`src/bsfe_pkg.sv`:
```
`timescale 1ns / 1ps
// ----------------------------------------------------------------------------
// bsfe_pkg
// Shared types and constants for the byte stream frame extractor.
// ----------------------------------------------------------------------------
package bsfe_pkg;

  // Default sizes, overridable through the top-level parameters
  localparam int MAX_CHUNK_DEF    = 2048;
  localparam int MARKER_BYTES_DEF = 8;

  // Fixed field widths
  localparam int LEN_W   = 4;
  localparam int FLEN_W  = 12;
  localparam int REG_W   = 64;
  localparam int ADDR_W  = 6;

  // Job queue between front and back
  localparam int QUEUE_DEPTH = 4;

  // Output byte kinds
  typedef enum logic [1:0] {
    KIND_FRAME = 2'd0,
    KIND_RUN   = 2'd1,
    KIND_PASS  = 2'd2
  } kind_t;

  // Register index (byte address / 8)
  typedef enum logic [2:0] {
    REG_ENABLE       = 3'd0,
    REG_FIXED_MODE   = 3'd1,
    REG_FRAME_LENGTH = 3'd2,
    REG_START_MARKER = 3'd3,
    REG_START_LEN    = 3'd4,
    REG_END_MARKER   = 3'd5,
    REG_END_LEN      = 3'd6
  } reg_idx_t;

  // Configuration as seen by the datapath
  typedef struct packed {
    logic              enable;
    logic              fixed_mode;
    logic [FLEN_W-1:0] frame_length;
    logic [REG_W-1:0]  start_marker;
    logic [LEN_W-1:0]  start_len;
    logic [REG_W-1:0]  end_marker;
    logic [LEN_W-1:0]  end_len;
  } cfg_t;

  // Work for the back end from one input byte: an optional single byte,
  // then a burst of held start-marker bytes
  typedef struct packed {
    logic             first_vld;
    logic [7:0]       first_byte;
    logic             first_last;
    kind_t            first_kind;
    logic [LEN_W-1:0] burst_len;
  } job_t;

endpackage

```
`src/bsfe_if.sv`:
```
`timescale 1ns / 1ps
// ----------------------------------------------------------------------------
// bsfe stream interfaces
// Valid/ready channels for received bytes and emitted bytes.
// ----------------------------------------------------------------------------
interface bsfe_in_if;
  logic       valid;
  logic       ready;
  logic [7:0] data_byte;
  logic       chunk_end;

  modport source (output valid, data_byte, chunk_end, input ready);
  modport sink   (input valid, data_byte, chunk_end, output ready);
endinterface

interface bsfe_out_if;
  logic       valid;
  logic       ready;
  logic [7:0] out_byte;
  logic       out_last;
  logic [1:0] out_kind;

  modport source (output valid, out_byte, out_last, out_kind, input ready);
  modport sink   (input valid, out_byte, out_last, out_kind, output ready);
endinterface

```
`src/bsfe_cfg.sv`:
```
`timescale 1ns / 1ps
// ----------------------------------------------------------------------------
// bsfe_cfg
// APB register file; any write to a defined register also pulses clear.
// ----------------------------------------------------------------------------
module bsfe_cfg import bsfe_pkg::*; (
  input  logic              clk,
  input  logic              rst,
  input  logic              psel,
  input  logic              penable,
  input  logic              pwrite,
  input  logic [ADDR_W-1:0] paddr,
  input  logic [REG_W-1:0]  pwdata,
  output logic [REG_W-1:0]  prdata,
  output logic              pready,
  output cfg_t              cfg,
  output logic              clear
);

  logic     wr;
  reg_idx_t idx;

  assign pready = 1'b1;
  assign wr     = psel && penable && pwrite;
  assign idx    = reg_idx_t'(paddr[ADDR_W-1:3]);

  // Register writes
  always_ff @(posedge clk) begin
    if (rst) begin
      cfg <= '0;
    end else begin
      if (wr) begin
        unique case (idx)
          REG_ENABLE:       cfg.enable       <= pwdata[0];
          REG_FIXED_MODE:   cfg.fixed_mode   <= pwdata[0];
          REG_FRAME_LENGTH: cfg.frame_length <= pwdata[FLEN_W-1:0];
          REG_START_MARKER: cfg.start_marker <= pwdata;
          REG_START_LEN:    cfg.start_len    <= pwdata[LEN_W-1:0];
          REG_END_MARKER:   cfg.end_marker   <= pwdata;
          REG_END_LEN:      cfg.end_len      <= pwdata[LEN_W-1:0];
          default: ;
        endcase
      end
    end
  end

  // Framing state drops at the same edge that writes the register
  always_comb begin
    clear = 1'b0;
    if (wr) begin
      unique case (idx) inside
        REG_ENABLE, REG_FIXED_MODE, REG_FRAME_LENGTH, REG_START_MARKER,
        REG_START_LEN, REG_END_MARKER, REG_END_LEN: clear = 1'b1;
        default:                                    clear = 1'b0;
      endcase
    end
  end

  // Read mux
  always_comb begin
    prdata = '0;
    unique case (idx)
      REG_ENABLE:       prdata = REG_W'(cfg.enable);
      REG_FIXED_MODE:   prdata = REG_W'(cfg.fixed_mode);
      REG_FRAME_LENGTH: prdata = REG_W'(cfg.frame_length);
      REG_START_MARKER: prdata = cfg.start_marker;
      REG_START_LEN:    prdata = REG_W'(cfg.start_len);
      REG_END_MARKER:   prdata = cfg.end_marker;
      REG_END_LEN:      prdata = REG_W'(cfg.end_len);
      default:          prdata = '0;
    endcase
  end

endmodule

```
`src/bsfe_front.sv`:
```
`timescale 1ns / 1ps
// ----------------------------------------------------------------------------
// bsfe_front
// Accepts one byte per cycle while the job queue is not full, runs the framing state and pushes at most one job.
// ----------------------------------------------------------------------------
module bsfe_front import bsfe_pkg::*; #(
  parameter int MAX_CHUNK    = MAX_CHUNK_DEF,
  parameter int MARKER_BYTES = MARKER_BYTES_DEF
) (
  input  logic                        clk,
  input  logic                        rst,
  input  cfg_t                        cfg,
  input  logic                        clear,
  input  logic                        in_valid,
  input  logic [7:0]                  in_byte,
  input  logic                        in_end,
  output logic                        in_ready,
  input  logic                        q_full,
  output logic                        push,
  output job_t                        push_job,
  output logic [8*MARKER_BYTES-1:0]   push_data
);

  localparam int CW = $clog2(MAX_CHUNK + 1);
  localparam int FW = $clog2(MARKER_BYTES + 1);

  typedef logic [MARKER_BYTES-1:0][7:0] win_t;

  // Framing state
  win_t          hunt, hunt_next;
  win_t          tail, tail_next;
  logic [FW-1:0] fill, fill_next;
  logic          in_frame, in_frame_next;
  logic [CW-1:0] count, count_next;

  logic [FW-1:0] sl, el;
  logic          accept;

  // Push one byte into a window of n bytes
  function automatic win_t shift_win(win_t w, logic [FW-1:0] f, logic [FW-1:0] n,
                                     logic [7:0] b);
    win_t r;
    win_t ws;
    ws = w >> 8;
    r  = '0;
    for (int i = 0; i < MARKER_BYTES; i++) begin
      if (f >= n) begin
        if (FW'(i) + 1'b1 < n)       r[i] = ws[i];
        else if (FW'(i) + 1'b1 == n) r[i] = b;
      end else begin
        r[i] = (FW'(i) == f) ? b : w[i];
      end
    end
    return r;
  endfunction

  // Low n bytes of the window equal the marker
  function automatic logic win_hit(win_t w, logic [REG_W-1:0] mk, logic [FW-1:0] n);
    logic ok;
    ok = 1'b1;
    for (int i = 0; i < MARKER_BYTES; i++) begin
      if (FW'(i) < n && w[i] != mk[8*i +: 8]) ok = 1'b0;
    end
    return ok;
  endfunction

  // Marker lengths clamped to the window size
  assign sl = (cfg.start_len > LEN_W'(MARKER_BYTES)) ? FW'(MARKER_BYTES) : FW'(cfg.start_len);
  assign el = (cfg.end_len > LEN_W'(MARKER_BYTES)) ? FW'(MARKER_BYTES) : FW'(cfg.end_len);

  assign in_ready = !q_full;
  assign accept   = in_valid && in_ready;

  // Classify the byte and compute the next framing state
  always_comb begin
    logic          framed, lst, hit, had, cut, enter;
    logic [CW-1:0] cinc, cnt;
    logic [FW-1:0] fl, fill_new;
    win_t          tw, win_new;

    hunt_next     = hunt;
    tail_next     = tail;
    fill_next     = fill;
    in_frame_next = in_frame;
    count_next    = count;
    push_job      = '0;
    push_data     = '0;
    framed = 1'b0; lst = 1'b0; hit = 1'b0; had = 1'b0; cut = 1'b0; enter = 1'b0;
    cinc = '0; cnt = '0; fl = '0; fill_new = '0; tw = '0; win_new = '0;

    if (!cfg.enable) begin
      // passthrough
      push_job.first_vld  = 1'b1;
      push_job.first_byte = in_byte;
      push_job.first_last = in_end;
      push_job.first_kind = KIND_PASS;
    end else if (cfg.fixed_mode || (sl == '0 && el == '0)) begin
      // fixed length or chunk-end runs
      framed = cfg.fixed_mode && cfg.frame_length != '0;
      cinc   = count + 1'b1;
      lst    = (32'(cinc) >= MAX_CHUNK) ||
               (framed ? (32'(cinc) == 32'(cfg.frame_length)) : in_end);
      count_next          = lst ? '0 : cinc;
      push_job.first_vld  = 1'b1;
      push_job.first_byte = in_byte;
      push_job.first_last = lst;
      push_job.first_kind = framed ? KIND_FRAME : KIND_RUN;
    end else if (!in_frame && sl != '0) begin
      // hunting for a start marker; oldest held byte leaves as a run byte
      had      = fill >= sl;
      win_new  = shift_win(hunt, fill, sl, in_byte);
      fill_new = had ? sl : fill + 1'b1;
      hit      = fill_new >= sl && win_hit(win_new, cfg.start_marker, sl);
      hunt_next = win_new;
      fill_next = fill_new;
      if (had) begin
        cinc = count + 1'b1;
        lst  = hit || 32'(cinc) >= MAX_CHUNK;
        count_next          = lst ? '0 : cinc;
        push_job.first_vld  = 1'b1;
        push_job.first_byte = hunt[0];
        push_job.first_last = lst;
        push_job.first_kind = KIND_RUN;
      end
      if (hit) begin
        in_frame_next = 1'b1;
        count_next    = '0;
        if (el != '0) begin
          // start marker opens the frame: release it as frame bytes
          push_job.burst_len = LEN_W'(sl);
          push_data          = win_new;
          count_next         = CW'(sl);
          hunt_next          = '0;
          fill_next          = '0;
          tail_next          = '0;
        end
      end
    end else if (el != '0) begin
      // inside a frame, searching for the end marker
      enter    = !in_frame;
      tw       = enter ? '0 : tail;
      fl       = enter ? '0 : fill;
      cnt      = enter ? '0 : count;
      cinc     = cnt + 1'b1;
      win_new  = shift_win(tw, fl, el, in_byte);
      fill_new = (fl >= el) ? el : fl + 1'b1;
      hit      = fill_new >= el && win_hit(win_new, cfg.end_marker, el);
      lst      = hit || 32'(cinc) >= MAX_CHUNK;
      push_job.first_vld  = 1'b1;
      push_job.first_byte = in_byte;
      push_job.first_last = lst;
      push_job.first_kind = KIND_FRAME;
      if (lst) begin
        hunt_next     = '0;
        tail_next     = '0;
        fill_next     = '0;
        in_frame_next = 1'b0;
        count_next    = '0;
      end else begin
        hunt_next     = enter ? '0 : hunt;
        tail_next     = win_new;
        fill_next     = fill_new;
        in_frame_next = 1'b1;
        count_next    = cinc;
      end
    end else begin
      // start marker only: frame ends before the next start marker
      had      = fill >= sl;
      win_new  = shift_win(hunt, fill, sl, in_byte);
      fill_new = had ? sl : fill + 1'b1;
      cnt      = had ? count + 1'b1 : count;
      hit      = fill_new >= sl && 32'(cnt) >= 32'(sl) &&
                 win_hit(win_new, cfg.start_marker, sl);
      hunt_next  = win_new;
      fill_next  = fill_new;
      count_next = cnt;
      if (had) begin
        cut = 32'(cnt) >= MAX_CHUNK;
        push_job.first_vld  = 1'b1;
        push_job.first_byte = hunt[0];
        push_job.first_last = hit || cut;
        push_job.first_kind = KIND_FRAME;
        if (hit || cut) begin
          count_next    = '0;
          in_frame_next = 1'b0;
        end
      end
      if (hit) begin
        in_frame_next = 1'b1;
        count_next    = '0;
      end
    end
  end

  assign push = accept && (push_job.first_vld || push_job.burst_len != '0);

  // State registers
  always_ff @(posedge clk) begin
    if (rst || clear) begin
      hunt     <= '0;
      tail     <= '0;
      fill     <= '0;
      in_frame <= 1'b0;
      count    <= '0;
    end else if (accept) begin
      hunt     <= hunt_next;
      tail     <= tail_next;
      fill     <= fill_next;
      in_frame <= in_frame_next;
      count    <= count_next;
    end
  end

endmodule

```
`src/bsfe_queue.sv`:
```
`timescale 1ns / 1ps
// ----------------------------------------------------------------------------
// bsfe_queue
// Small job FIFO in flops between the front and back ends.
// ----------------------------------------------------------------------------
module bsfe_queue import bsfe_pkg::*; #(
  parameter int WIDTH = 8
) (
  input  logic             clk,
  input  logic             rst,
  input  logic             push,
  input  logic [WIDTH-1:0] push_data,
  input  logic             pop,
  output logic [WIDTH-1:0] head,
  output logic             empty,
  output logic             full
);

  localparam int PW = (QUEUE_DEPTH > 1) ? $clog2(QUEUE_DEPTH) : 1;
  localparam int NW = $clog2(QUEUE_DEPTH + 1);

  logic [WIDTH-1:0] mem [QUEUE_DEPTH];
  logic [PW-1:0]    wptr, rptr;
  logic [NW-1:0]    used;

  assign empty = used == '0;
  assign full  = used == NW'(QUEUE_DEPTH);
  assign head  = mem[rptr];

  // Storage
  always_ff @(posedge clk) begin
    if (push) mem[wptr] <= push_data;
  end

  // Pointers and occupancy
  always_ff @(posedge clk) begin
    if (rst) begin
      wptr <= '0;
      rptr <= '0;
      used <= '0;
    end else begin
      if (push) wptr <= (32'(wptr) == QUEUE_DEPTH - 1) ? '0 : wptr + 1'b1;
      if (pop)  rptr <= (32'(rptr) == QUEUE_DEPTH - 1) ? '0 : rptr + 1'b1;
      if (push && !pop)      used <= used + 1'b1;
      else if (pop && !push) used <= used - 1'b1;
    end
  end

endmodule

```
`src/bsfe_back.sv`:
```
`timescale 1ns / 1ps
// ----------------------------------------------------------------------------
// bsfe_back
// Walks the head job byte by byte into a registered output stage.
// ----------------------------------------------------------------------------
module bsfe_back import bsfe_pkg::*; #(
  parameter int MARKER_BYTES = MARKER_BYTES_DEF
) (
  input  logic                      clk,
  input  logic                      rst,
  input  job_t                      job,
  input  logic [8*MARKER_BYTES-1:0] job_data,
  input  logic                      q_empty,
  output logic                      pop,
  output logic                      out_valid,
  input  logic                      out_ready,
  output logic [7:0]                out_byte,
  output logic                      out_last,
  output logic [1:0]                out_kind
);

  localparam int KW = $clog2(MARKER_BYTES + 2);

  logic [KW-1:0] k;
  logic [KW-1:0] total, bidx;
  logic          load, at_end, is_first;
  logic [7:0]    sel_byte;

  assign total    = KW'(job.first_vld) + KW'(job.burst_len);
  assign is_first = job.first_vld && k == '0;
  assign bidx     = k - KW'(job.first_vld);
  assign at_end   = k == total - 1'b1;
  assign load     = !q_empty && (!out_valid || out_ready);
  assign pop      = load && at_end;

  // Burst byte select
  always_comb begin
    sel_byte = '0;
    for (int i = 0; i < MARKER_BYTES; i++) begin
      if (bidx == KW'(i)) sel_byte = job_data[8*i +: 8];
    end
  end

  // Position within the head job
  always_ff @(posedge clk) begin
    if (rst)       k <= '0;
    else if (load) k <= at_end ? '0 : k + 1'b1;
  end

  // Output stage
  always_ff @(posedge clk) begin
    if (rst)            out_valid <= 1'b0;
    else if (load)      out_valid <= 1'b1;
    else if (out_ready) out_valid <= 1'b0;
  end

  always_ff @(posedge clk) begin
    if (load) begin
      out_byte <= is_first ? job.first_byte : sel_byte;
      out_last <= is_first ? job.first_last : 1'b0;
      out_kind <= is_first ? job.first_kind : KIND_FRAME;
    end
  end

endmodule

```
`src/byte_stream_frame_extractor.sv`:
```
`timescale 1ns / 1ps
// ----------------------------------------------------------------------------
// byte_stream_frame_extractor
// Cuts a received byte stream into tagged frames and runs.
// ----------------------------------------------------------------------------
// The block takes one byte per clock on din while din.ready is high and
// emits tagged bytes on dout. Every accepted byte is classified
// combinationally by the front end and turned into a job of zero to
// MARKER_BYTES+1 output bytes; the back end drains jobs at one byte per cycle
// through a registered output stage while dout is ready. Sustained rate is one
// byte per cycle while dout is ready; a byte that completes a start marker
// while an end marker is set yields up to MARKER_BYTES+1 output bytes. The
// four-entry job queue takes further jobs while that burst drains; once it is
// full, din.ready drops until the burst has drained. Configuration writes go
// through the APB port and reset all framing state; the user must make them
// only while the block is idle, which the block itself does not enforce.
module byte_stream_frame_extractor import bsfe_pkg::*; #(
  parameter int MAX_CHUNK    = MAX_CHUNK_DEF,
  parameter int MARKER_BYTES = MARKER_BYTES_DEF
) (
  input  logic              clk,
  input  logic              rst,
  bsfe_in_if.sink           din,
  bsfe_out_if.source        dout,
  input  logic              psel,
  input  logic              penable,
  input  logic              pwrite,
  input  logic [ADDR_W-1:0] paddr,
  input  logic [REG_W-1:0]  pwdata,
  output logic [REG_W-1:0]  prdata,
  output logic              pready
);

  localparam int DW = 8 * MARKER_BYTES;
  localparam int JW = $bits(job_t) + DW;

  cfg_t             cfg;
  logic             clear;
  logic             push, pop, q_empty, q_full;
  job_t             push_job, head_job;
  logic [DW-1:0]    push_data, head_data;
  logic [JW-1:0]    head;

  // Registers
  bsfe_cfg u_cfg (
    .clk     (clk),
    .rst     (rst),
    .psel    (psel),
    .penable (penable),
    .pwrite  (pwrite),
    .paddr   (paddr),
    .pwdata  (pwdata),
    .prdata  (prdata),
    .pready  (pready),
    .cfg     (cfg),
    .clear   (clear)
  );

  // Front end: classify and update framing state
  bsfe_front #(
    .MAX_CHUNK    (MAX_CHUNK),
    .MARKER_BYTES (MARKER_BYTES)
  ) u_front (
    .clk       (clk),
    .rst       (rst),
    .cfg       (cfg),
    .clear     (clear),
    .in_valid  (din.valid),
    .in_byte   (din.data_byte),
    .in_end    (din.chunk_end),
    .in_ready  (din.ready),
    .q_full    (q_full),
    .push      (push),
    .push_job  (push_job),
    .push_data (push_data)
  );

  // Job queue
  bsfe_queue #(
    .WIDTH (JW)
  ) u_queue (
    .clk       (clk),
    .rst       (rst),
    .push      (push),
    .push_data ({push_job, push_data}),
    .pop       (pop),
    .head      (head),
    .empty     (q_empty),
    .full      (q_full)
  );

  assign head_job  = job_t'(head[JW-1:DW]);
  assign head_data = head[DW-1:0];

  // Back end: emit bytes
  bsfe_back #(
    .MARKER_BYTES (MARKER_BYTES)
  ) u_back (
    .clk       (clk),
    .rst       (rst),
    .job       (head_job),
    .job_data  (head_data),
    .q_empty   (q_empty),
    .pop       (pop),
    .out_valid (dout.valid),
    .out_ready (dout.ready),
    .out_byte  (dout.out_byte),
    .out_last  (dout.out_last),
    .out_kind  (dout.out_kind)
  );

endmodule

```
`src/flat_wrapper.sv`:
```
// flat-port wrapper written by rule: the top's interface ports become plain ports
module byte_stream_frame_extractor_flat import bsfe_pkg::*;
#(
  parameter int MAX_CHUNK    = MAX_CHUNK_DEF,
  parameter int MARKER_BYTES = MARKER_BYTES_DEF
)
  (clk, rst, psel, penable, pwrite, paddr, pwdata, prdata, pready, din_valid, din_data_byte, din_chunk_end, din_ready, dout_valid, dout_out_byte, dout_out_last, dout_out_kind, dout_ready);
  bsfe_in_if din_i ();
  bsfe_out_if dout_i ();
  input  logic clk;
  input  logic rst;
  input  logic psel;
  input  logic penable;
  input  logic pwrite;
  input  logic [ADDR_W-1:0] paddr;
  input  logic [REG_W-1:0] pwdata;
  output logic [REG_W-1:0] prdata;
  output logic pready;
  input wire logic [$bits(din_i.valid)-1:0] din_valid;
  input wire logic [$bits(din_i.data_byte)-1:0] din_data_byte;
  input wire logic [$bits(din_i.chunk_end)-1:0] din_chunk_end;
  output wire logic [$bits(din_i.ready)-1:0] din_ready;
  output wire logic [$bits(dout_i.valid)-1:0] dout_valid;
  output wire logic [$bits(dout_i.out_byte)-1:0] dout_out_byte;
  output wire logic [$bits(dout_i.out_last)-1:0] dout_out_last;
  output wire logic [$bits(dout_i.out_kind)-1:0] dout_out_kind;
  input wire logic [$bits(dout_i.ready)-1:0] dout_ready;
  assign din_i.valid = din_valid;
  assign din_i.data_byte = din_data_byte;
  assign din_i.chunk_end = din_chunk_end;
  assign din_ready = din_i.ready;
  assign dout_valid = dout_i.valid;
  assign dout_out_byte = dout_i.out_byte;
  assign dout_out_last = dout_i.out_last;
  assign dout_out_kind = dout_i.out_kind;
  assign dout_i.ready = dout_ready;
  byte_stream_frame_extractor #(.MAX_CHUNK(MAX_CHUNK), .MARKER_BYTES(MARKER_BYTES)) u_core (.clk(clk), .rst(rst), .din(din_i), .dout(dout_i), .psel(psel), .penable(penable), .pwrite(pwrite), .paddr(paddr), .pwdata(pwdata), .prdata(prdata), .pready(pready));
endmodule
```
`config.mk`:
```
export PLATFORM = sky130hd
export DESIGN_NAME = byte_stream_frame_extractor_flat
export DESIGN_NICKNAME = d
export VERILOG_FILES = /design/src/bsfe_pkg.sv /design/src/bsfe_if.sv /design/src/bsfe_cfg.sv /design/src/bsfe_front.sv /design/src/bsfe_queue.sv /design/src/bsfe_back.sv /design/src/byte_stream_frame_extractor.sv /design/src/flat_wrapper.sv
export SDC_FILE = /design/constraint.sdc
export NUM_CORES = 1
export LEC_CHECK = 0
export ABC_AREA = 1
export BUFFER_PORTS_ARGS = -buffer_cell sky130_fd_sc_hd__buf_2
export CAP_MARGIN = 20
export CORE_ASPECT_RATIO = 0.9
export CORE_MARGIN = 3
export CORE_UTILIZATION = 36
export CTS_CLUSTER_SIZE = 16
export DETAILED_ROUTE_END_ITERATION = 8
export PLACE_DENSITY = 0.56
export SETUP_SLACK_MARGIN = 0.4
export SYNTH_ARGS = -nofsm -noshare
export SYNTH_HDL_FRONTEND = slang
export SYNTH_HIERARCHICAL = 1
export SYNTH_SLANG_ARGS = --single-unit
```
`constraint.sdc`:
```
create_clock -name clk -period 10.61 [get_ports clk]
set_clock_uncertainty 0.15 [all_clocks]
set_input_delay 2.6525 -clock clk [delete_from_list [all_inputs] [get_ports clk]]
set_output_delay 2.6525 -clock clk [all_outputs]
set_load 0.005 [all_outputs]
```
# Word-level counts from Yosys, hierarchy flattened
# Memory sizes are Yosys's and may differ from the RTL's. A register that Yosys moved wholly into a read port is not among the register bits.
# Cells that the tools add are included.
[classes]
n_eq_ne = 76
n_addsub = 12
n_div = 0
n_shift = 0
multipliers = 0
magnitude_cmp = 28
n_reduce_logical = 84
bitwise = 1
n_mux = 271
[op_table]
columns = ["op", "count"]
rows = [
  ["$mux 8", 161],
  ["$mux 64", 17],
  ["$pmux 64 s7", 1],
  ["$mux 12", 19],
  ["$ne 8x8->1", 24],
  ["$mux 4", 17],
  ["$eq 3x4->1 const A", 16],
  ["$mux 1", 50],
  ["$logic_and 1x1->1", 40],
  ["$ge 12x12->1 const B", 3],
  ["$eq 2x4->1 const A", 8],
  ["$lt 3x4->1 const A", 8],
  ["$add 12x1->12 const B", 2],
  ["$logic_not 4->1", 6],
  ["$reduce_bool 4->1", 5],
  ["$eq 1x4->1 const A", 4],
  ["$eq 4x3->1 const B", 4],
  ["$ge 4x4->1", 4],
  ["$lt 1x4->1 const A", 4],
  ["$lt 2x4->1 const A", 4],
  ["$reduce_and 2->1", 7],
  ["$add 4x1->4 const B", 3],
  ["$eq 12x12->1", 1],
  ["$eq 3x3->1 const B", 4],
  ["31 further kinds", 60],
]
[totals]
in_bits = 86
regBits = 318
mem_count = 1
latch_bits = 0
ramBits = 320
out_inout_bits = 78
mem_bits_ro = 0
wordCells = 507
[memory_table]
columns = ["name", "words", "width", "rd", "rd_clocked_by_memory_dff", "wr", "line_no", "text"]
rows = [
  ["u_core.u_queue.mem", 4, 80, 1, 1, 1, "bsfe_queue.sv:22", "logic [WIDTH-1:0] mem [QUEUE_DEPTH];"],
]

# Longest topological paths before layout
# Gate-level depths: netlist (run 1).
[depth]
word_depth = 37
mapped_depth = 39
depth_no_buf = 36

# By module
# Netlist (run 1), hierarchy kept.
[modules_own_cells]
columns = ["mod", "area_per_inst_um2", "cells_per_inst", "instances", "seq_area_each_um2"]
rows = [
  ["bsfe_front", 16419.5, 3110, 1, 2902.8],
  ["bsfe_queue", 12280.5, 833, 1, 9789.4],
  ["bsfe_cfg", 6946.7, 1138, 1, 3002.9],
  ["bsfe_back", 1452.6, 227, 1, 430.4],
]

# Worst setup path after synthesis (run 1)
# OpenSTA, ideal clock, no wires.
[synth_timing]
path_type = "input to register"
start = "in din_data_byte[2]"
end = "mem u_core/u_queue/mem[0][0] in the netlist's numbering (enable)"
t_arrival_ps = 6600
setup_time_ps = 434
setup_slack_ps = 3426
n_path_buf = 2
stages = 22
required_ps = 10026
cell_sequence = "clkbuf_1 > clkinv_1 > clkbuf_1 > o21ai_0 > nand2_1 > nand2_1 > nand2_1 > nand2_1 > nand2_1 > nor2_1 > nand2_1 > nand2_1 > nand2_1 > nor2_1 > nand2_1 > inv_2 > nand3_2 > inv_1 > nand3_1 > a31oi_1 > nand2_1 > inv_1"
[synth_via]
elab_chain_len = 29
word_cells_on_any_way = 93
cone_classes = "eq/ne: 8; mux: 73; reduce/logical: 12"
[synth_lines]
columns = ["element", "line_no", "text"]
rows = [
  ["start: declaration", "flat_wrapper.sv:20", "input wire logic [$bits(din_i.data_byte)-1:0] din_data_byte;"],
  ["$mux 8", "bsfe_front.sv:49", "else if (FW'(i) + 1'b1 == n) r[i] = b;"],
  ["$mux 8", "bsfe_front.sv:48", "if (FW'(i) + 1'b1 < n) r[i] = ws[i];"],
  ["$mux 8", "bsfe_front.sv:47", "if (f >= n) begin"],
  ["$mux 8", "bsfe_front.sv:108", "end else if (!in_frame && sl != '0) begin"],
  ["$mux 8", "bsfe_front.sv:97", "end else if (cfg.fixed_mode || (sl == '0 && el == '0)) begin"],
  ["$mux 8", "bsfe_front.sv:91", "if (!cfg.enable) begin"],
  ["$ne 8x8->1", "bsfe_front.sv:62", "if (FW'(i) < n && w[i] != mk[8*i +: 8]) ok = 1'b0;"],
  ["$logic_and 1x1->1", "bsfe_front.sv:62", ""],
  ["(+14 left out)", "n/a", ""],
  ["$mux 4 (*)", "bsfe_front.sv:97", ""],
  ["$mux 4 (*)", "bsfe_front.sv:91", ""],
  ["$reduce_bool 4->1 (*)", "bsfe_front.sv:195", "assign push = accept && (push_job.first_vld || push_job.burst_len != '0);"],
  ["$logic_or 1x1->1 (*)", "bsfe_front.sv:195", ""],
  ["$logic_and 1x1->1 (*)", "bsfe_front.sv:195", ""],
  ["named net u_core.push", "byte_stream_frame_extractor.sv:39", "logic push, pop, q_empty, q_full;"],
  ["$mux 1 (*)", "bsfe_queue.sv:32", "if (push) mem[wptr] <= push_data;"],
  ["$mux 1 (not written as such) (*)", "bsfe_queue.sv:32", ""],
  ["end: declaration", "bsfe_queue.sv:22", ""],
]
# The timed path passes the listed nets; every way through them passes the cells marked *. The select of a mux whose other input is x is not followed.

# Worst setup path in the final report (run 1)
[layout_timing]
start = "in din_data_byte[0]"
end = "mem u_core/u_queue/mem[2][33] in the netlist's numbering (enable)"
# Same word-level chain as after synthesis.

==> run summary, run 1 <==
status: complete, no violations
Worst Max-Slew Pin Slew: 1.20 ns
Layout Utilization: 0.402
VDD IR max: 0.122 mV
postcts setup bufs: 0
share of layout cells above drive strength 1: 0.0809
syn nets: 5437
routed wire length: 132 mm
Mean Syn Cell Area: 6.99 sq um
CTS buffer count: 75
xor/xnor share of the synthesized area: 0.00752
Yosys cell types: 51
top-level I/O count: 164
die area: 107000 sq um
setup TNS: 0 ns
H-tree depth: 3
shortest period the worst path allows: 7.92 ns
Post-CTS Resized: 0
CP max stage cell: inv_1
simple logic cell fraction of the synthesized area: 0.366
Synth warnings: 6
CP Capture Point: u_core/u_queue/mem[2][33]
sum of buffers and inverters on the critical path: 6
M1 GR Usage: 0.341
ys flop type: edfxtp_1
Clock power frac: 0.367
worst setup path class: primary input to register
GRT busiest layer: met2
ys async rst share: 0
hold crit path type: register to register
grt met3 use: 0.0333
number of global-route vias before repair: 31600
row cnt: 111
DR iter-0 viols: 3551
most frequent CP cell: nand2_1
WL per Instance: 19.6 microns
Area growth syn-to-layout: 10.6%
share of total power in combinational logic: 0.219
clock root buffer: clkbuf_16
Seq/Total Area, Yosys: 0.435
fillers: 10700
sw frac: 0.323
CP top delay family: buffers and inverters
Final Total Pwr: 0.00698 W
die width: 344 microns
critical path fanouts, max: 41
CP Capture Type: register
starting density of the core: 0.363
f_max: 126 MHz
Worst-path clk slew: 0.06 ns
power per cell area: 170 nW/um^2
Post-synth EDFFs: 331
max_cap viols: 0
vias: 35400
CTS max path bufs: 3
largest net degree at the start of global routing: 87
crit path from: din_data_byte[0]
max-slew violation count: 0
gpl congestion: 0.922
post-synthesis mux area share: 0
Post-Syn Instances: 5308
reg-to-reg startpoint: u_core/u_cfg/cfg[69]
post-route cell area: 41000 sq um
Setup Viol. Count Final: 0
Worst slew margin: 0.201
CTS tree: yes
NetSw: 0.00225 W
Worst R2R Path Depth: 27
first-pass GRT wire length: 198 mm
gr usage total: 0.239
die height: 311 microns
number of I/O port buffers: 159
number of cells on the critical path: 22
final hold violation count: 0
crit path cell chain: buf_2 -> inv_1 -> o21ai_0 -> nand2_1 -> nand2_1 -> nand2_1 -> nand2_1 -> nand2_1 -> nor2_1 -> nand2_1 -> nand2_1 -> nand2_1 -> nor2_1 -> nand2_1 -> inv_2 -> nand3_2 -> inv_1 -> o311ai_0 -> a31oi_1 -> nand2_1 -> clkinv_2 -> buf_4
P_int: 0.00473 W
Seq cells post-synth: 640
Crit path largest cell delay: 0.68 ns
initial antenna violation count: 1
Core ar.: 102000 sq um
clock latency on the worst-skew pair: 0.63 ns
Nets: 5437
final worst slack: 2.69 ns
DR vias/cell: 5.27
grt ovf: 0
WHS Path Cells: 2
Mapped Area: 37100 sq um
Post-CTS Hold Fix Bufs: 0
Compound-Gate Fraction of Synth Area: 0.0954
Area after DPL: 38600 sq um
DRC violations left: 0
Worst EP required: 10.77 ns
pre-CTS WS: 2.23 ns
adder-cell area share of the yosys netlist: 0.0147
Startpoint Class: primary input
period utilisation layout: 0.746
sequential share of power: 0.414
CP arrival: 8.08 ns
RSZ-0062 raised after global routing: no
worst r2r dst: u_core/u_queue/mem[2][33]
met2 GRT Util: 0.372
setup slack, reg-to-reg: 2.75 ns
hpwl dp: 88.7 mm
clk sinks: 640
drt first pass iters: 6
largest family of logic cells by synthesized area: simple AND/OR/NAND/NOR gates
LEAKAGE: 17.1 nW
remaining antenna violation count: 0
==> per-stage QoR <==
step | std cells | hold slack [ns]
6_report | 6726 | 0.315
5_1_grt | 6721 | 0.326
4_1_cts | 6719 | 0.315
3_5_place_dp | 6585 | 0.306
3_3_place_gp | 6584 | 0.303
2_1_floorplan | 5308 | 0.289
==> worst reg2reg max path, delay by kind of cell, from the launching register on <==
| kind | cells | cell delay (ns) |
|---|---|---|
| flops | 1 | 0.59 |
| fa+ha+maj | 1 | 0.34 |
| compound gates | 2 | 0.82 |
| simple gates | 16 | 3.01 |
| buf+inv | 8 | 2.63 |
==> flip-flops by register name, summed over array words and instances (netlist names), 2 cells and up, named ones only <==
register                flops
u_core/u_queue/mem        320
u_core/u_cfg/cfg          150
u_core/u_front/hunt        64
u_core/u_front/tail        64
u_core/u_front/count       12
u_core/u_back/out_byte      8
u_core/u_back/k             4
u_core/u_front/fill         4
u_core/u_queue/used         3
u_core/u_back/out_kind      2
u_core/u_queue/rptr         2
u_core/u_queue/wptr         2
==> power groups by stage <==
stage	combinational, W	clock (W)	sequential [W]
2_1_floorplan	0.00109	0	0.00291
6_report	0.00153	0.00257	0.00289
5_1_grt	0.00170	0.00272	0.00291
3_5_place_dp	0.00154	0	0.00295
3_3_place_gp	0.00153	0	0.00294
4_1_cts	0.00155	0.00263	0.00289
==> cell type report <==
| cell class | count | area (sq um) | area share |
|---|---|---|---|
| well taps | 1356 | 1700 | 0.0413 |
| clock inverters | 42 | 397 | 0.00966 |
| inverters | 401 | 1520 | 0.0370 |
| diodes | 5 | 12.5 | 0.000305 |
| clock buffers | 92 | 2030 | 0.0495 |
| flip-flops and latches | 640 | 16100 | 0.393 |
| repair buffers | 213 | 1250 | 0.0305 |
| multi-input cells | 3977 | 18000 | 0.439 |
==> synthesized netlist by cell type, types with 2 or more instances <==
library cell / count / share of area
nand3b_1: 74 / 0.015
nor3_1: 33 / 0.0045
nor3b_1: 46 / 0.0093
edfxtp_1: 331 / 0.27
or2_1: 5 / 0.00084
o211ai_1: 7 / 0.0014
nor3_2: 2 / 0.00054
a31oi_1: 4 / 0.00067
nand4_2: 2 / 0.00067
ha_1: 42 / 0.014
inv_1: 372 / 0.038
xnor2_1: 9 / 0.0021
inv_2: 20 / 0.0020
clkbuf_1: 147 / 0.015
clkbuf_2: 2 / 0.00027
xor2_1: 21 / 0.0050
o21ai_2: 3 / 0.00071
nand2_4: 5 / 0.0015
buf_1: 11 / 0.0011
nand2_2: 10 / 0.0017
o21ai_0: 331 / 0.045
buf_6: 21 / 0.0064
a21oi_1: 192 / 0.026
nand3_1: 368 / 0.050
nor2_1: 680 / 0.069
dfxtp_1: 309 / 0.17
nor4_1: 3 / 0.00051
buf_2: 64 / 0.0086
nand2_1: 1875 / 0.19
nand3_2: 5 / 0.0013
nor2_4: 7 / 0.0021
nor2_2: 18 / 0.0030
buf_4: 44 / 0.0089
o21ai_1: 41 / 0.0055
or2_2: 10 / 0.0017
nand4_1: 82 / 0.014
clkinv_1: 8 / 0.00081
o22ai_1: 91 / 0.015
==> placed cells by master (no fill, tap or decap), drive strengths merged, types with 4 or more instances in the layout <==
master	count
clkinvlp	4
clkinv	42
o21ai	375
a21oi	192
nand4	84
o22ai	91
clkbuf	94
xnor2	9
nand3b	75
nor2	706
diode	5
o211ai	7
buf	211
ha	42
nor3b	46
dfxtp	309
edfxtp	331
bufinv	5
xor2	22
a31oi	5
nand3	373
nor3	36
nand2	1890
or2	15
inv	392
==> kinds of logic (layout without fill, tap and decap cells) <==
kind of cell             after synthesis  count (layout)
XOR/XNOR                              31              31
AND/OR/NAND/NOR                     3228            3228
adder cells (fa/ha/maj)               43              43
flip-flops                           640             640
AO/OA/AOI/OAI                        674             674
buffers and inverters                691             748
other                                  1               6
==> worst min path at each step <==
stage                                    to                     from  slack (ns)
floorplan           u_core/u_front/hunt[10]  u_core/u_front/hunt[10]        0.29
global placement    u_core/u_front/tail[34]  u_core/u_front/tail[34]        0.30
detailed placement  u_core/u_front/tail[58]  u_core/u_front/tail[58]        0.31
CTS                 u_core/u_front/tail[58]  u_core/u_front/tail[58]        0.31
global route        u_core/u_front/tail[41]  u_core/u_front/tail[41]        0.33
finish               u_core/u_front/tail[0]   u_core/u_front/tail[0]        0.32
==> layer usage <==
metal / routed length, microns / part of all wire
met1: 59300 / 0.45
met2: 58800 / 0.45
met3: 9460 / 0.072
met4: 4290 / 0.033
met5: 0 / 0
No activity file was read; power rests on OpenSTA's default activity.
==> run 2, diff against run 1 <==
--- a/config.mk
+++ b/config.mk
@@ -13,7 +13,7 @@
 export CORE_UTILIZATION = 36
 export CTS_CLUSTER_SIZE = 16
 export DETAILED_ROUTE_END_ITERATION = 8
-export PLACE_DENSITY = 0.56
+export PLACE_DENSITY = 0.58
 export SETUP_SLACK_MARGIN = 0.4
 export SYNTH_ARGS = -nofsm -noshare
 export SYNTH_HDL_FRONTEND = slang
==> constraint.sdc (replaced) <==
create_clock -name clk -period 6.9 [get_ports clk]
set_clock_uncertainty 0.15 [all_clocks]
set_input_delay 1.725 -clock clk [delete_from_list [all_inputs] [get_ports clk]]
set_output_delay 1.725 -clock clk [all_outputs]
set_load 0.005 [all_outputs]
==> run summary, run 2 (synthesis results as in run 1) <==
CP Capture Type: register
top-level I/O count: 164
number of I/O port buffers: 159
remaining antenna violation count: 0
initial antenna violation count: 6
clock root buffer: clkbuf_16
DRC violations left: 0
LEAKAGE: 17.4 nW
Startpoint Class: register
starting density of the core: 0.363
DR iter-0 viols: 3523
WL per Instance: 19.5 microns
Worst Max-Slew Pin Slew: 1.07 ns
final hold violation count: 0
max-slew violation count: 0
hpwl dp: 90.2 mm
gpl congestion: 0.956
most flop-heavy register: u_core/u_queue/mem
DR vias/cell: 5.25
setup TNS: 0 ns
CTS buffer count: 74
Area growth syn-to-layout: 12.2%
grt ovf: 0
commonest non-fill, non-tap cell in the layout: nand2_1
fillers: 10700
worst setup path class: register to register
drt first pass iters: 7
status: complete, no violations
reg-to-reg startpoint: u_core/u_cfg/cfg[68]
Post-CTS Resized: 0
CP arrival: 6.22 ns
hold crit path type: register to register
power per cell area: 263 nW/um^2
setup slack, reg-to-reg: 1.06 ns
H-tree depth: 3
CTS max path bufs: 3
gr usage total: 0.240
Core ar.: 102000 sq um
most frequent cells in the layout: nand2_1 (1874), nor2_1 (678), inv_1 (366), nand3_1 (366)
Nets: 5473
shortest period the worst path allows: 5.84 ns
max_cap viols: 0
row cnt: 111
CTS tree: yes
largest net degree at the start of global routing: 151
vias: 35500
die area: 107000 sq um
Post-Layout Cell Count: 6763
critical path fanouts, max: 30
Worst-path clk slew: 0.06 ns
top flop regs: u_core/u_queue/mem: 320 flops, u_core/u_cfg/cfg: 150 flops
CP Capture Point: u_core/u_queue/used[1]
Final Total Pwr: 0.0110 W
clk sinks: 640
RSZ-0062 raised after global routing: no
first-pass GRT wire length: 198 mm
max reg flops: 320
Setup Viol. Count Final: 0
Worst slew margin: 0.277
post-route cell area: 41600 sq um
worst r2r dst: u_core/u_queue/used[1]
number of global-route vias before repair: 32200
routed wire length: 132 mm
crit path from: u_core/u_cfg/cfg[68]
Worst R2R Path Depth: 27
Placed Cells incl. Taps: 6624
Post-CTS Hold Fix Bufs: 0
postcts setup bufs: 0
f_max: 171 MHz
clock latency on the worst-skew pair: 0.65 ns
period utilisation layout: 0.847
VDD IR max: 0.175 mV
die height: 311 microns
Area after DPL: 39100 sq um
Worst EP required: 7.28 ns
share of layout cells above drive strength 1: 0.0877
die width: 344 microns
==> run 2: cell count changes in the layout (fill, tap and decap cells not counted), sizes merged <==
cell      before  now
diode          5    2
bufinv         5   10
clkbuf        94   92
clkinvlp       4    5
clkinv        42   36
inv          392  395
buf          211  250
==> run 2: area by class of cell <==
| cell class | count | area, sq um | share of cell area |
|---|---|---|---|
| antenna | 2 | 5.00 | 0.000120 |
| clock buffer | 92 | 2000 | 0.0481 |
| clock inverter | 45 | 536 | 0.0129 |
| inverter | 401 | 1520 | 0.0365 |
| multi-input combinational | 3977 | 18000 | 0.433 |
| sequential | 640 | 16100 | 0.388 |
| tap | 1356 | 1700 | 0.0408 |
| timing repair buffer | 250 | 1720 | 0.0412 |
==> run 2: where the power goes <==
group / total [W] / switching (W) / internal, W / leakage [nW]
Sequential: 0.00446 / 0.000155 / 0.00431 / 5.51
Combinational: 0.00236 / 0.00167 / 0.000691 / 10.7
Clock: 0.00413 / 0.00168 / 0.00246 / 1.23
Total: 0.0110 / 0.00350 / 0.00746 / 17.4
==> run 2: worst min-delay path by stage <==
stage,slack (ns),to,cells past startpoint,start
floorplan,0.29,u_core/u_front/hunt[10],2,u_core/u_front/hunt[10]
global placement,0.30,u_core/u_front/tail[4],2,u_core/u_front/tail[4]
detailed placement,0.31,u_core/u_front/tail[13],2,u_core/u_front/tail[13]
CTS,0.31,u_core/u_front/tail[13],2,u_core/u_front/tail[13]
global route,0.33,u_core/u_front/tail[10],2,u_core/u_front/tail[10]
finish,0.32,u_core/u_front/tail[3],2,u_core/u_front/tail[3]
==> run 2: through the flow <==
stage	setup slack, ns	hold slack [ns]	util
2_1_floorplan	0.638	0.289	-
3_3_place_gp	0.672	0.302	0.383
3_5_place_dp	0.729	0.305	0.383
4_1_cts	1.17	0.315	0.408
5_1_grt	0.589	0.329	0.408
6_report	1.06	0.316	0.408
==> run 2: metal layers <==
layer	part of all wire	track usage	wire length (microns)	vias to the layer above
li1	-	-	-	17400
met3	0.077	0.0378	10200	266
met5	0.000099	0	13	-
met4	0.040	0.0888	5290	2
met2	0.44	0.371	58300	1370
met1	0.44	0.336	58000	16500
==> run 2: critical path, stage by stage (launching register included) <==
cell      delay (ns)
dfxtp_1         0.31
nor2_1          0.30
a21oi_1         0.12
nor2_1          0.19
inv_1           0.17
ha_1            0.34
nand4_2         0.29
nand3_4         0.44
buf_4           0.34
buf_4           0.31
nand2_1         0.09
o21ai_0         0.14
ha_1            0.20
nor2_1          0.04
o21ai_0         0.13
nand2_1         0.07
a31oi_1         0.26
inv_1           0.21
nand3_2         0.12
inv_1           0.08
o311ai_0        0.15
a31oi_1         0.14
buf_4           0.19
ha_1            0.21
inv_1           0.09
fa_1            0.41
o21ai_0         0.17
nor2_1          0.05
